$ cat src/rtl/core/crc8cfs_pkg.sv
// Shared types, constants and the CRC-8 byte update for the command frame switch.
// No dependencies; every other file of the block uses this package.
`default_nettype none

package crc8cfs_pkg;

  localparam int unsigned FrameBytes = 10;
  localparam logic [7:0] CmdMagic = 8'hA5;
  localparam logic [7:0] RspMagic = 8'h5A;
  localparam logic [7:0] ProtoVersion = 8'h01;
  localparam logic [7:0] OpSetPower = 8'h01;
  localparam logic [7:0] CrcPoly = 8'h07;
  localparam logic [3:0] CountSat = 4'd11;
  localparam logic [3:0] LastPos = 4'(FrameBytes - 1);

  // Dense outcome code as seen on the status field.
  typedef enum logic [1:0] {
    ST_OK         = 2'd0,
    ST_BAD_OPCODE = 2'd1,
    ST_BAD_VALUE  = 2'd2,
    ST_RELAY_FAIL = 2'd3
  } status_e;

  // Outcome code as carried in byte 3 of the reply.
  localparam logic [7:0] WireOk = 8'd0;
  localparam logic [7:0] WireBadOpcode = 8'd2;
  localparam logic [7:0] WireBadValue = 8'd3;
  localparam logic [7:0] WireRelayFail = 8'd4;

  typedef struct packed {
    logic [7:0] rx_byte;
    logic       end_of_frame;
    logic       relay_fault;
  } in_word_t;

  typedef struct packed {
    logic [7:0] reply_byte;
    status_e    status;
    logic       relay_on;
    logic       last_reply_byte;
  } out_word_t;

  // Everything the reply generator needs for one accepted command.
  typedef struct packed {
    logic [7:0]  opcode;
    status_e     status;
    logic [31:0] seq_bytes;
    logic        power;
  } job_t;

  // CRC-8, polynomial 0x07, MSB first, one byte per call.
  function automatic logic [7:0] crc8_feed(input logic [7:0] crc, input logic [7:0] b);
    logic [7:0] c;
    c = crc ^ b;
    for (int i = 0; i < 8; i++) begin
      if (c[7]) begin
        c = {c[6:0], 1'b0} ^ CrcPoly;
      end else begin
        c = {c[6:0], 1'b0};
      end
    end
    return c;
  endfunction

  function automatic logic [7:0] wire_code(input status_e st);
    logic [7:0] w;
    case (st)
      ST_OK:         w = WireOk;
      ST_BAD_OPCODE: w = WireBadOpcode;
      ST_BAD_VALUE:  w = WireBadValue;
      ST_RELAY_FAIL: w = WireRelayFail;
      default:       w = WireOk;
    endcase
    return w;
  endfunction

endpackage

`default_nettype wire

$ cat src/rtl/core/crc8cfs_front.sv
// Receive side: parses command bytes, checks the frame and updates the power state.
// Depends on crc8cfs_pkg; pushes one job per accepted frame.
`default_nettype none

module crc8cfs_front (
  input  wire                  clk_i,
  input  wire                  rst_ni,
  input  wire                  take_i,
  input  crc8cfs_pkg::in_word_t word_i,
  output logic                 push_o,
  output crc8cfs_pkg::job_t    job_o
);

  logic [3:0]  count_q, count_d;
  logic [7:0]  crc_q, crc_d;
  logic        hdr_bad_q, hdr_bad_d;
  logic        power_q, power_d;
  logic [7:0]  opcode_q, opcode_d;
  logic [31:0] seq_q, seq_d;
  logic [7:0]  value_q, value_d;
  logic        frame_ok;
  crc8cfs_pkg::status_e st;

  always_comb begin
    count_d   = count_q;
    crc_d     = crc_q;
    hdr_bad_d = hdr_bad_q;
    power_d   = power_q;
    opcode_d  = opcode_q;
    seq_d     = seq_q;
    value_d   = value_q;
    frame_ok  = 1'b0;
    st        = crc8cfs_pkg::ST_OK;
    push_o    = 1'b0;

    if (take_i) begin
      if (count_q == 4'd0 && word_i.rx_byte != crc8cfs_pkg::CmdMagic) hdr_bad_d = 1'b1;
      if (count_q == 4'd1 && word_i.rx_byte != crc8cfs_pkg::ProtoVersion) hdr_bad_d = 1'b1;
      if (count_q == 4'd2) opcode_d = word_i.rx_byte;
      // Sequence bytes shift in so that byte 4 lands in the top position.
      if (count_q >= 4'd4 && count_q <= 4'd7) seq_d = {seq_q[23:0], word_i.rx_byte};
      if (count_q == 4'd8) value_d = word_i.rx_byte;
      if (count_q <= 4'd8) crc_d = crc8cfs_pkg::crc8_feed(crc_q, word_i.rx_byte);
      if (count_q < crc8cfs_pkg::CountSat) count_d = count_q + 4'd1;

      frame_ok = word_i.end_of_frame && count_q == crc8cfs_pkg::LastPos && !hdr_bad_q &&
                 crc_q == word_i.rx_byte;

      if (word_i.end_of_frame) begin
        count_d   = 4'd0;
        crc_d     = 8'd0;
        hdr_bad_d = 1'b0;
      end

      if (frame_ok) begin
        push_o = 1'b1;
        if (opcode_q != crc8cfs_pkg::OpSetPower) begin
          st = crc8cfs_pkg::ST_BAD_OPCODE;
        end else if (value_q > 8'd1) begin
          st = crc8cfs_pkg::ST_BAD_VALUE;
        end else begin
          power_d = value_q[0];
          st = word_i.relay_fault ? crc8cfs_pkg::ST_RELAY_FAIL : crc8cfs_pkg::ST_OK;
        end
      end
    end

    job_o.opcode    = opcode_q;
    job_o.status    = st;
    job_o.seq_bytes = seq_q;
    job_o.power     = power_d;
  end

  always_ff @(posedge clk_i or negedge rst_ni) begin
    if (!rst_ni) begin
      count_q   <= 4'd0;
      crc_q     <= 8'd0;
      hdr_bad_q <= 1'b0;
      power_q   <= 1'b0;
    end else begin
      count_q   <= count_d;
      crc_q     <= crc_d;
      hdr_bad_q <= hdr_bad_d;
      power_q   <= power_d;
    end
  end

  always_ff @(posedge clk_i) begin
    opcode_q <= opcode_d;
    seq_q    <= seq_d;
    value_q  <= value_d;
  end

endmodule

`default_nettype wire

$ cat src/rtl/core/crc8cfs_queue.sv
// Two-entry job queue between the frame parser and the reply generator.
// Depends on crc8cfs_pkg for the job type.
`default_nettype none

module crc8cfs_queue (
  input  wire               clk_i,
  input  wire               rst_ni,
  input  wire               push_i,
  input  crc8cfs_pkg::job_t push_job_i,
  output logic              full_o,
  input  wire               pop_i,
  output logic              empty_o,
  output crc8cfs_pkg::job_t pop_job_o
);

  crc8cfs_pkg::job_t mem_q [2];
  logic       wr_ptr_q, wr_ptr_d;
  logic       rd_ptr_q, rd_ptr_d;
  logic [1:0] fill_q, fill_d;
  logic       do_push, do_pop;

  assign full_o    = fill_q == 2'd2;
  assign empty_o   = fill_q == 2'd0;
  assign pop_job_o = mem_q[rd_ptr_q];
  assign do_push   = push_i && !full_o;
  assign do_pop    = pop_i && !empty_o;

  always_comb begin
    wr_ptr_d = do_push ? ~wr_ptr_q : wr_ptr_q;
    rd_ptr_d = do_pop ? ~rd_ptr_q : rd_ptr_q;
    fill_d   = fill_q + {1'b0, do_push} - {1'b0, do_pop};
  end

  always_ff @(posedge clk_i or negedge rst_ni) begin
    if (!rst_ni) begin
      wr_ptr_q <= 1'b0;
      rd_ptr_q <= 1'b0;
      fill_q   <= 2'd0;
    end else begin
      wr_ptr_q <= wr_ptr_d;
      rd_ptr_q <= rd_ptr_d;
      fill_q   <= fill_d;
    end
  end

  always_ff @(posedge clk_i) begin
    if (do_push) mem_q[wr_ptr_q] <= push_job_i;
  end

endmodule

`default_nettype wire

$ cat src/rtl/core/crc8cfs_back.sv
// Reply generator: turns one job into ten reply words with a running CRC-8.
// Depends on crc8cfs_pkg; output goes through a single registered stage.
`default_nettype none

module crc8cfs_back (
  input  wire                   clk_i,
  input  wire                   rst_ni,
  input  wire                   empty_i,
  input  crc8cfs_pkg::job_t     job_i,
  output logic                  pop_o,
  output logic                  out_valid_o,
  input  wire                   out_ready_i,
  output crc8cfs_pkg::out_word_t out_word_o
);

  logic                   busy_q, busy_d;
  logic [3:0]             idx_q, idx_d;
  logic [7:0]             crc_q, crc_d;
  crc8cfs_pkg::job_t      job_q;
  logic                   ov_q, ov_d;
  crc8cfs_pkg::out_word_t ow_q, ow_d;
  logic                   advance, last;
  logic [7:0]             cur_byte;

  always_comb begin
    case (idx_q)
      4'd0:    cur_byte = crc8cfs_pkg::RspMagic;
      4'd1:    cur_byte = crc8cfs_pkg::ProtoVersion;
      4'd2:    cur_byte = job_q.opcode;
      4'd3:    cur_byte = crc8cfs_pkg::wire_code(job_q.status);
      4'd4:    cur_byte = job_q.seq_bytes[31:24];
      4'd5:    cur_byte = job_q.seq_bytes[23:16];
      4'd6:    cur_byte = job_q.seq_bytes[15:8];
      4'd7:    cur_byte = job_q.seq_bytes[7:0];
      4'd8:    cur_byte = {7'd0, job_q.power};
      4'd9:    cur_byte = crc_q;
      default: cur_byte = 8'd0;
    endcase
  end

  assign advance = busy_q && (!ov_q || out_ready_i);
  assign last    = idx_q == crc8cfs_pkg::LastPos;
  assign pop_o   = !empty_i && (!busy_q || (advance && last));

  always_comb begin
    busy_d = busy_q;
    idx_d  = idx_q;
    crc_d  = crc_q;
    ov_d   = ov_q && !out_ready_i;
    ow_d   = ow_q;
    if (advance) begin
      ov_d                 = 1'b1;
      ow_d.reply_byte      = cur_byte;
      ow_d.status          = job_q.status;
      ow_d.relay_on        = job_q.power;
      ow_d.last_reply_byte = last;
      crc_d                = crc8cfs_pkg::crc8_feed(crc_q, cur_byte);
      idx_d                = idx_q + 4'd1;
      if (last) busy_d = 1'b0;
    end
    if (pop_o) begin
      busy_d = 1'b1;
      idx_d  = 4'd0;
      crc_d  = 8'd0;
    end
  end

  always_ff @(posedge clk_i or negedge rst_ni) begin
    if (!rst_ni) begin
      busy_q <= 1'b0;
      idx_q  <= 4'd0;
      ov_q   <= 1'b0;
    end else begin
      busy_q <= busy_d;
      idx_q  <= idx_d;
      ov_q   <= ov_d;
    end
  end

  always_ff @(posedge clk_i) begin
    crc_q <= crc_d;
    ow_q  <= ow_d;
    if (pop_o) job_q <= job_i;
  end

  assign out_valid_o = ov_q;
  assign out_word_o  = ow_q;

endmodule

`default_nettype wire

$ cat src/rtl/core/crc8_command_frame_switch.sv
// Top level of the CRC-8 command frame switch: front parser, job queue, reply generator.
// Depends on crc8cfs_pkg, crc8cfs_front, crc8cfs_queue and crc8cfs_back.
//
// Usage: command bytes arrive one word per cycle on the input channel (valid/ready),
// with end_of_frame on the last byte and relay_fault sampled with that last byte.
// A frame of exactly ten bytes with header A5 01 and a matching CRC-8 is executed;
// anything else is dropped with no reply. Each executed frame yields ten reply
// words on the output channel, the tenth flagged by last_reply_byte.
// Throughput: one input word per cycle while the two-entry job queue has room, and
// one reply word per cycle while the receiver is ready. The parser updates its CRC
// with a single unrolled eight-bit step per byte.
// The job of the last command byte passes through the job queue and the reply
// generator's job register before its first reply word enters the output register.
// When the receiver stalls, the reply word holds in the output register, the reply
// generator pauses, and the front keeps taking bytes until two finished jobs wait
// in the queue; only then does in_ready_o drop.
// Reset clears the frame parser, empties the queue, drops any reply in progress
// and clears the stored power state to off.
`default_nettype none

module crc8_command_frame_switch (
  input  wire                    clk_i,
  input  wire                    rst_ni,
  input  wire                    in_valid_i,
  output logic                   in_ready_o,
  input  crc8cfs_pkg::in_word_t  in_word_i,
  output logic                   out_valid_o,
  input  wire                    out_ready_i,
  output crc8cfs_pkg::out_word_t out_word_o
);

  logic              take;
  logic              push;
  crc8cfs_pkg::job_t push_job;
  logic              q_full;
  logic              q_empty;
  logic              pop;
  crc8cfs_pkg::job_t pop_job;

  // A byte is taken only while the queue can hold the job an end of frame may create.
  assign in_ready_o = !q_full;
  assign take       = in_valid_i && in_ready_o;

  crc8cfs_front u_front (
    .clk_i  (clk_i),
    .rst_ni (rst_ni),
    .take_i (take),
    .word_i (in_word_i),
    .push_o (push),
    .job_o  (push_job)
  );

  crc8cfs_queue u_queue (
    .clk_i      (clk_i),
    .rst_ni     (rst_ni),
    .push_i     (push),
    .push_job_i (push_job),
    .full_o     (q_full),
    .pop_i      (pop),
    .empty_o    (q_empty),
    .pop_job_o  (pop_job)
  );

  crc8cfs_back u_back (
    .clk_i       (clk_i),
    .rst_ni      (rst_ni),
    .empty_i     (q_empty),
    .job_i       (pop_job),
    .pop_o       (pop),
    .out_valid_o (out_valid_o),
    .out_ready_i (out_ready_i),
    .out_word_o  (out_word_o)
  );

endmodule

`default_nettype wire
$ cat config.mk
export PLATFORM = sky130hd
export DESIGN_NAME = crc8_command_frame_switch
export DESIGN_NICKNAME = d
export VERILOG_FILES = /design/src/rtl/core/crc8cfs_pkg.sv /design/src/rtl/core/crc8cfs_front.sv /design/src/rtl/core/crc8cfs_queue.sv /design/src/rtl/core/crc8cfs_back.sv /design/src/rtl/core/crc8_command_frame_switch.sv
export SDC_FILE = /design/constraint.sdc
export NUM_CORES = 1
export LEC_CHECK = 0
export BUFFER_PORTS_ARGS = -buffer_cell sky130_fd_sc_hd__buf_2
export CORE_MARGIN = 3
export CORE_UTILIZATION = 55
export DETAILED_ROUTE_END_ITERATION = 16
export GPL_TIMING_DRIVEN = 0
export PLACE_DENSITY = 0.81
export SETUP_SLACK_MARGIN = 0.3
export SLEW_MARGIN = 10
export SYNTH_ARGS = -nofsm -noshare
export SYNTH_HDL_FRONTEND = slang
export SYNTH_SLANG_ARGS = --single-unit
$ cat constraint.sdc
create_clock -name clk_i -period 4.52 [get_ports clk_i]
set_input_delay 0 -clock clk_i [delete_from_list [all_inputs] [get_ports clk_i]]
set_output_delay 0 -clock clk_i [all_outputs]
set_load 0.03 [all_outputs]
; Word-level counts from Yosys, hierarchy flattened
; Memory sizes are Yosys's and may differ from the RTL's. A register that Yosys moved wholly into a read port is not among the register bits.
; Cells that the tools add are included.
[totals]
reg_bits = 92
mem_bits_rw = 86
output_inout_bits = 14
wordCells = 171
memories = 1
[op_classes]
n_addsub = 4
magnitude_cmp = 5
n_eq_ne = 21
mux = 65
n_bitwise = 20
reduce_logical = 37
[mem_list]
columns = memory, words, width, read_ports, rd_ports_with_merged_regs, wr, line
row1 = u_queue.mem_q, 2, 43, 1, 1, 1, crc8cfs_queue.sv:16  ; crc8cfs_pkg::job_t mem_q [2];
[ops]
columns = operator, count
row1 = 2-to-1 mux 8 bit, 23
row2 = case mux 8 bit (10 select lines), 1
row3 = 2-to-1 mux 3 bit, 16
row4 = inverter 3 bit, 16
row5 = case mux 8 bit (4 select lines), 1
row6 = "equality test 4 x 3 -> 1 bit, second input constant", 4
row7 = "equality test 4 bit, second input constant", 4
row8 = 2-to-1 mux 4 bit, 4
row9 = "!= test 8 x 1 -> 1 bit, second input constant", 2
row10 = bitwise XOR 8 bit, 2
row11 = 2-to-1 mux 1 bit, 15
row12 = AND reduction 2 bit, 7
row13 = logical AND 1 bit, 13
row14 = "equality test 4 x 2 -> 1 bit, second input constant", 3
row15 = 2-to-1 mux 2 bit, 5
row16 = "adder 4 x 1 -> 4 bit, second input constant", 2
row17 = "equality test 4 x 1 -> 1 bit, second input constant", 2
row18 = equality test 8 bit, 1
row19 = "> comparator 8 x 1 -> 1 bit, second input constant", 1
row20 = zero test 4 bit, 2
row21 = "!= test 8 bit, second input constant", 1
row22 = nonzero test 2 bit, 4
row23 = "equality test 2 bit, second input constant", 3
row24 = zero test 1 bit, 6
row25 = 11 further kinds, 14

; Logic depth before layout (Yosys ltp)
[logic_depth]
depth_word = 33
mapped_depth = 13
ltp_nobuf = 12

; By module
; Synthesis repeated with hierarchy kept, for this count alone.
[unflattened]
cells_unflattened = 540
area_unflattened_um2 = 9208.8
[by_module_without_submodules]
columns = mod, n_inst, cells_each, area_each_um2, seq_area_each_um2
row1 = crc8cfs_queue, 1, 152, 3504.6, 2682.6
row2 = crc8cfs_back, 1, 227, 3081.7, 1961.9
row3 = crc8cfs_front, 1, 159, 2612.5, 1791.7
row4 = crc8_command_frame_switch, 1, 2, 10.0, 0.0

; Worst setup path before layout
; Ideal clock, no wire load.
[synth_timing]
path_kind = reg2reg
start = register u_queue.fill_q[0]
end = memory u_queue.mem_q[0][0] in the netlist's numbering (enable)
setup_ns = 0.449
arrival_ns = 3.568
required_time_ns = 4.071
path_slack_ns = 0.503
path_stages_with_launch = 7
n_path_buf = 1
period_less_slack_ns = 4.017
path_cell_list = dfrtp_1 nand2b_1 and2_1 buf_2 nand2_1 nor4_2 nor2b_1
[synth_via]
elab_chain_cells = 7
[synth_rtl]
columns = element, line
row1 = start: declaration, crc8cfs_queue.sv:19  ; logic [1:0] fill_q, fill_d;
row2 = start signal: assignment, crc8cfs_queue.sv:42  ; fill_q <= fill_d;
row3 = equality test 2 bit (*), crc8cfs_queue.sv:22  ; assign full_o = fill_q == 2'd2;
row4 = zero test 1 bit (*), crc8_command_frame_switch.sv:41  ; assign in_ready_o = !q_full;
row5 = named net in_ready_o, crc8_command_frame_switch.sv:25  ; output logic in_ready_o,
row6 = logical AND 1 bit, crc8_command_frame_switch.sv:42  ; assign take = in_valid_i && in_ready_o;
row7 = 2-to-1 mux 1 bit, crc8cfs_front.sv:36  ; if (take_i) begin
row8 = logical AND 1 bit (*), crc8cfs_queue.sv:25  ; assign do_push = push_i && !full_o;
row9 = 2-to-1 mux 1 bit (*), crc8cfs_queue.sv:47  ; if (do_push) mem_q[wr_ptr_q] <= push_job_i;
row10 = 2-to-1 mux 1 bit (implied by the code) (*), crc8cfs_queue.sv:47
row11 = end: declaration, crc8cfs_queue.sv:16
; Mark *: on every way through the listed nets, which the timed path passes. The rest lies on a longest branch.

; Worst setup path after layout
[layout_timing]
start = register u_queue.fill_q[0]
end = memory u_queue.mem_q[0][6] in the netlist's numbering (enable)
[layout_via]
elab_chain_cells = 7
[layout_rtl]
columns = element, line
row1 = equality test 2 bit (*), crc8cfs_queue.sv:22
row2 = zero test 1 bit (*), "crc8cfs_queue.sv:25, crc8_command_frame_switch.sv:41"
row3 = logical AND 1 bit, crc8_command_frame_switch.sv:42
row4 = 2-to-1 mux 1 bit, crc8cfs_front.sv:36
row5 = logical AND 1 bit (*), crc8cfs_queue.sv:25
row6 = 2-to-1 mux 1 bit (*), crc8cfs_queue.sv:47
row7 = 2-to-1 mux 1 bit (implied by the code) (*), crc8cfs_queue.sv:47
; Every way passes the cells marked *; elsewhere a longest branch is shown, timed or not.

==> flow_summary_export.csv <==
group,metric,value,unit
synth,synth_top_area_share,63.41,%
sta,slew_headroom,41.77,%
place,placed_area,9420,um2
synth,postSynthCellCount,550,
place,dp.cells,795,
finish,nNetsFinal,646,
clocking,cts_setup_buffers,0,
sta,min_period,3118,ps
sta,tightest_slew,866.3,ps
global_route,grt_max_degree,40,
synth,ys_warn_count,0,
sta,hold_viol,0,
power_and_ir_drop,power,0.006748,W
critical_path,critPathTopFamily,"simple AND/OR/NAND/NOR gates",
floorplan,fp.dieArea,17840,um2
critical_path,reg2reg_depth,7,
clocking,cts_buffers,23,
place,portBuffers,26,
critical_path,setup.worst_path.start,"u_queue.fill_q[0]$_DFF_PN0_",
finish,final_common_cell,"edfxtp_1",
clocking,tritoncts,"done",
place,globalplace.congestion,0.8798,
min_path,hold_class,"in -> async",
place,place_hpwl,10560,um
route,via_count,4800,
synth,ys_seq_area_share,71.91,%
synth,synth_edf_count,189,
route,first_iter_violations,455,
route,totalWireLength,16240,um
finish,final_cells,849,
sta,rsz0062_at_grt,"false",
floorplan,num_rows,46,
route,vias_per_cell,5.654,
critical_path,slowest_delay,790,ps
synth,synth_nets,579,
floorplan,fp.dieW,133.6,um
finish,drive_gt1_share,21.96,%
finish,syn_to_final_growth,14.34,%
critical_path,end_kind,"flop",
global_route,antenna_found_initial,0,
sta,skew,18.81,ps
finish,num_antenna_cells,0,
global_route,grt_pass1_wl,26210,um
floorplan,start_util,56.34,%
route,drc_errors,0,
clocking,path_clk_slew,70,ps
run_status,status,"finished clean",
finish,stdcell_area,10230,um2
critical_path,cp_num_cells,7,
clocking,clock_latency,500,ps
critical_path,arrival,3300,ps
clocking,cts_resized,0,
clocking,htreeDepth,1,
floorplan,ios,28,
route,drt_first_pass_iters,6,
critical_path,r2r_slack,1400,ps
critical_path,path_cells,"nand2b_1 > and2_1 > buf_2 > nand2_1 > nor4_2 > nor2b_4 > buf_12",
sta,tns,0,ps
global_route,grt_usage,18.55,%
clocking,clockRootBuffer,"clkbuf_16",
synth,synth.area.top_cells,"edfxtp_1 63%, dfrtp_1 6.7%, mux2_2 5.5%, xnor2_1 2.6%, ha_1 2.1%",
synth,synth-seq-cells,221,
clocking,ctsLongestPathBuffers,3,
global_route,grt_pass1_vias,4964,
synth,synth_area,8950,um2
route,avgRoutedWirePerCell,19.13,um
critical_path,worst_ep_required_time,4700,ps
power_and_ir_drop,leakage,3.682,nW
sta,slew_viol_final,0,
finish,final_cell_mix,"189 x edfxtp_1, 44 x mux2_2, 32 x buf_2",
critical_path,slowest_stage,"nor4_2",
critical_path,crit_buf_inv,2,
run,maxCapViolations,0,
power_and_ir_drop,power_density,659.4,nW/um2
sta,hold_ws,58.67,ps
critical_path,worstReg2RegEnd,"u_queue.mem_q[0][6]$_DFFE_PP_",
synth,synth-async-reset-ratio,10.86,%
sta,finalSetupViolCount,0,
synth,synthFlopType,"edfxtp_1",
synth,yosys.area.top_type,"edfxtp_1",
route,ant_nets,0,
clocking,cts_hold_buf,13,
clocking,cts.sink_count,221,
critical_path,critPathLaunchType,"flop",
critical_path,r2r-start,"u_queue.fill_q[0]$_DFF_PN0_",
sta,max_freq,320.7,MHz
global_route,overflow,0,
floorplan,core_area,15890,um2
floorplan,die_h,133.6,um
synth,ys_types,69,
critical_path,worstSetupPathType,"reg -> reg",
critical_path,path_max_fanout,28,
power_and_ir_drop,ir_drop,0.0003787,V
sta,period_share,68.98,%
synth,syn_area_per_cell,16.27,um2
critical_path,endpoint,"u_queue.mem_q[0][6]$_DFFE_PP_",
-- cell families after synthesis --
| family | after synthesis | share of synthesized area (%) |
|---|---|---|
| fa+ha+maj | 15 | 2.097 |
| buf+inv | 41 | 2.055 |
| compound gates | 75 | 6.697 |
| flops | 221 | 71.91 |
| simple gates | 102 | 5.899 |
| xor+xnor | 41 | 4.418 |
| mux | 55 | 6.920 |
-- area by class of cell --
type | instances | area, um2
Sequential cell | 221 | 6436
Fill cell | 1082 | 5652
Multi-Input combinational cell | 288 | 2340
Clock buffer | 30 | 621.8
Timing Repair Buffer | 42 | 320.3
Tap cell | 216 | 270.3
Buffer | 20 | 105.1
Inverter | 21 | 78.83
Clock inverter | 11 | 61.31
-- per-stage QoR --
step,utilization (%),worst slack [ps]
final,64.42,1402
after detailed placement,59.30,1374
after floorplan,-,503.1
after global placement,58.86,-863.8
after global routing,64.42,1253
after CTS,64.42,1364
-- where the power goes --
part / switching (W) / internal, W
registers: 0.000181 / 0.00256
logic: 0.00127 / 0.00104
clock network: 0.000727 / 0.000970
total: 0.00218 / 0.00457
-- worst min path at each step --
stage	to	start	cells after the start	slack (ps)
2_1_floorplan	u_back.busy_q$_DFFE_PN0P_	rst_ni	0	-300
3_3_place_gp	u_front.count_q[3]$_DFFE_PN0P_	rst_ni	1	40
3_5_place_dp	u_front.count_q[1]$_DFFE_PN0P_	rst_ni	1	50
4_1_cts	u_front.hdr_bad_q$_DFFE_PN0P_	rst_ni	2	60
5_1_grt	u_front.hdr_bad_q$_DFFE_PN0P_	rst_ni	2	90
6_report	u_front.power_q$_DFF_PN0_	rst_ni	2	60
-- per-layer routing --
metal	wire [um]	share of wire, %	global-route usage (%)	up-vias
met5	0	0	0	-
met4	415	2.6	6.000	0
met3	837	5.2	3.059	35
met2	8288	51	32.42	140
met1	6701	41	23.90	2403
li1	-	-	-	2222
-- registers in the layout, summed over array words and instances, names as in the netlist, 2 cells and up --
name               cells
u_front.count_q        4
u_back.crc_q           8
u_back.idx_q           4
u_front.opcode_q       8
u_front.seq_q         32
u_queue.mem_q         86
u_front.value_q        8
u_back.out_word_o     12
u_front.crc_q          8
u_queue.fill_q         2
u_back.job_q          43
-- synthesized netlist by cell type, types with 2 or more instances --
cell type  instances
o22ai_1            5
mux2i_1            9
clkinv_1           2
a22o_1             6
clkbuf_1           6
o31ai_1            5
dfrtp_1           24
mux2_2            44
a211oi_2           3
a21o_1             6
nand3b_1           2
a222oi_1           6
and3_1             3
buf_6              2
a31oi_1            5
buf_2              6
inv_1             18
xnor2_1           27
nor3_1             5
nand2_1           31
nor2b_1            3
a21oi_1            8
buf_4              2
and2_1             7
or2_2              2
a32oi_1            2
ha_1              15
edfxtp_1         189
buf_1              4
nor4_1             4
dfxtp_1            8
o211ai_2           2
o21ai_0            6
xor2_1            10
xnor2_2            2
nand3_1            9
a22oi_1            4
nor2_1            18
nand2b_1           9
and3b_1            2
No activity file was read; power rests on OpenSTA's default activity.
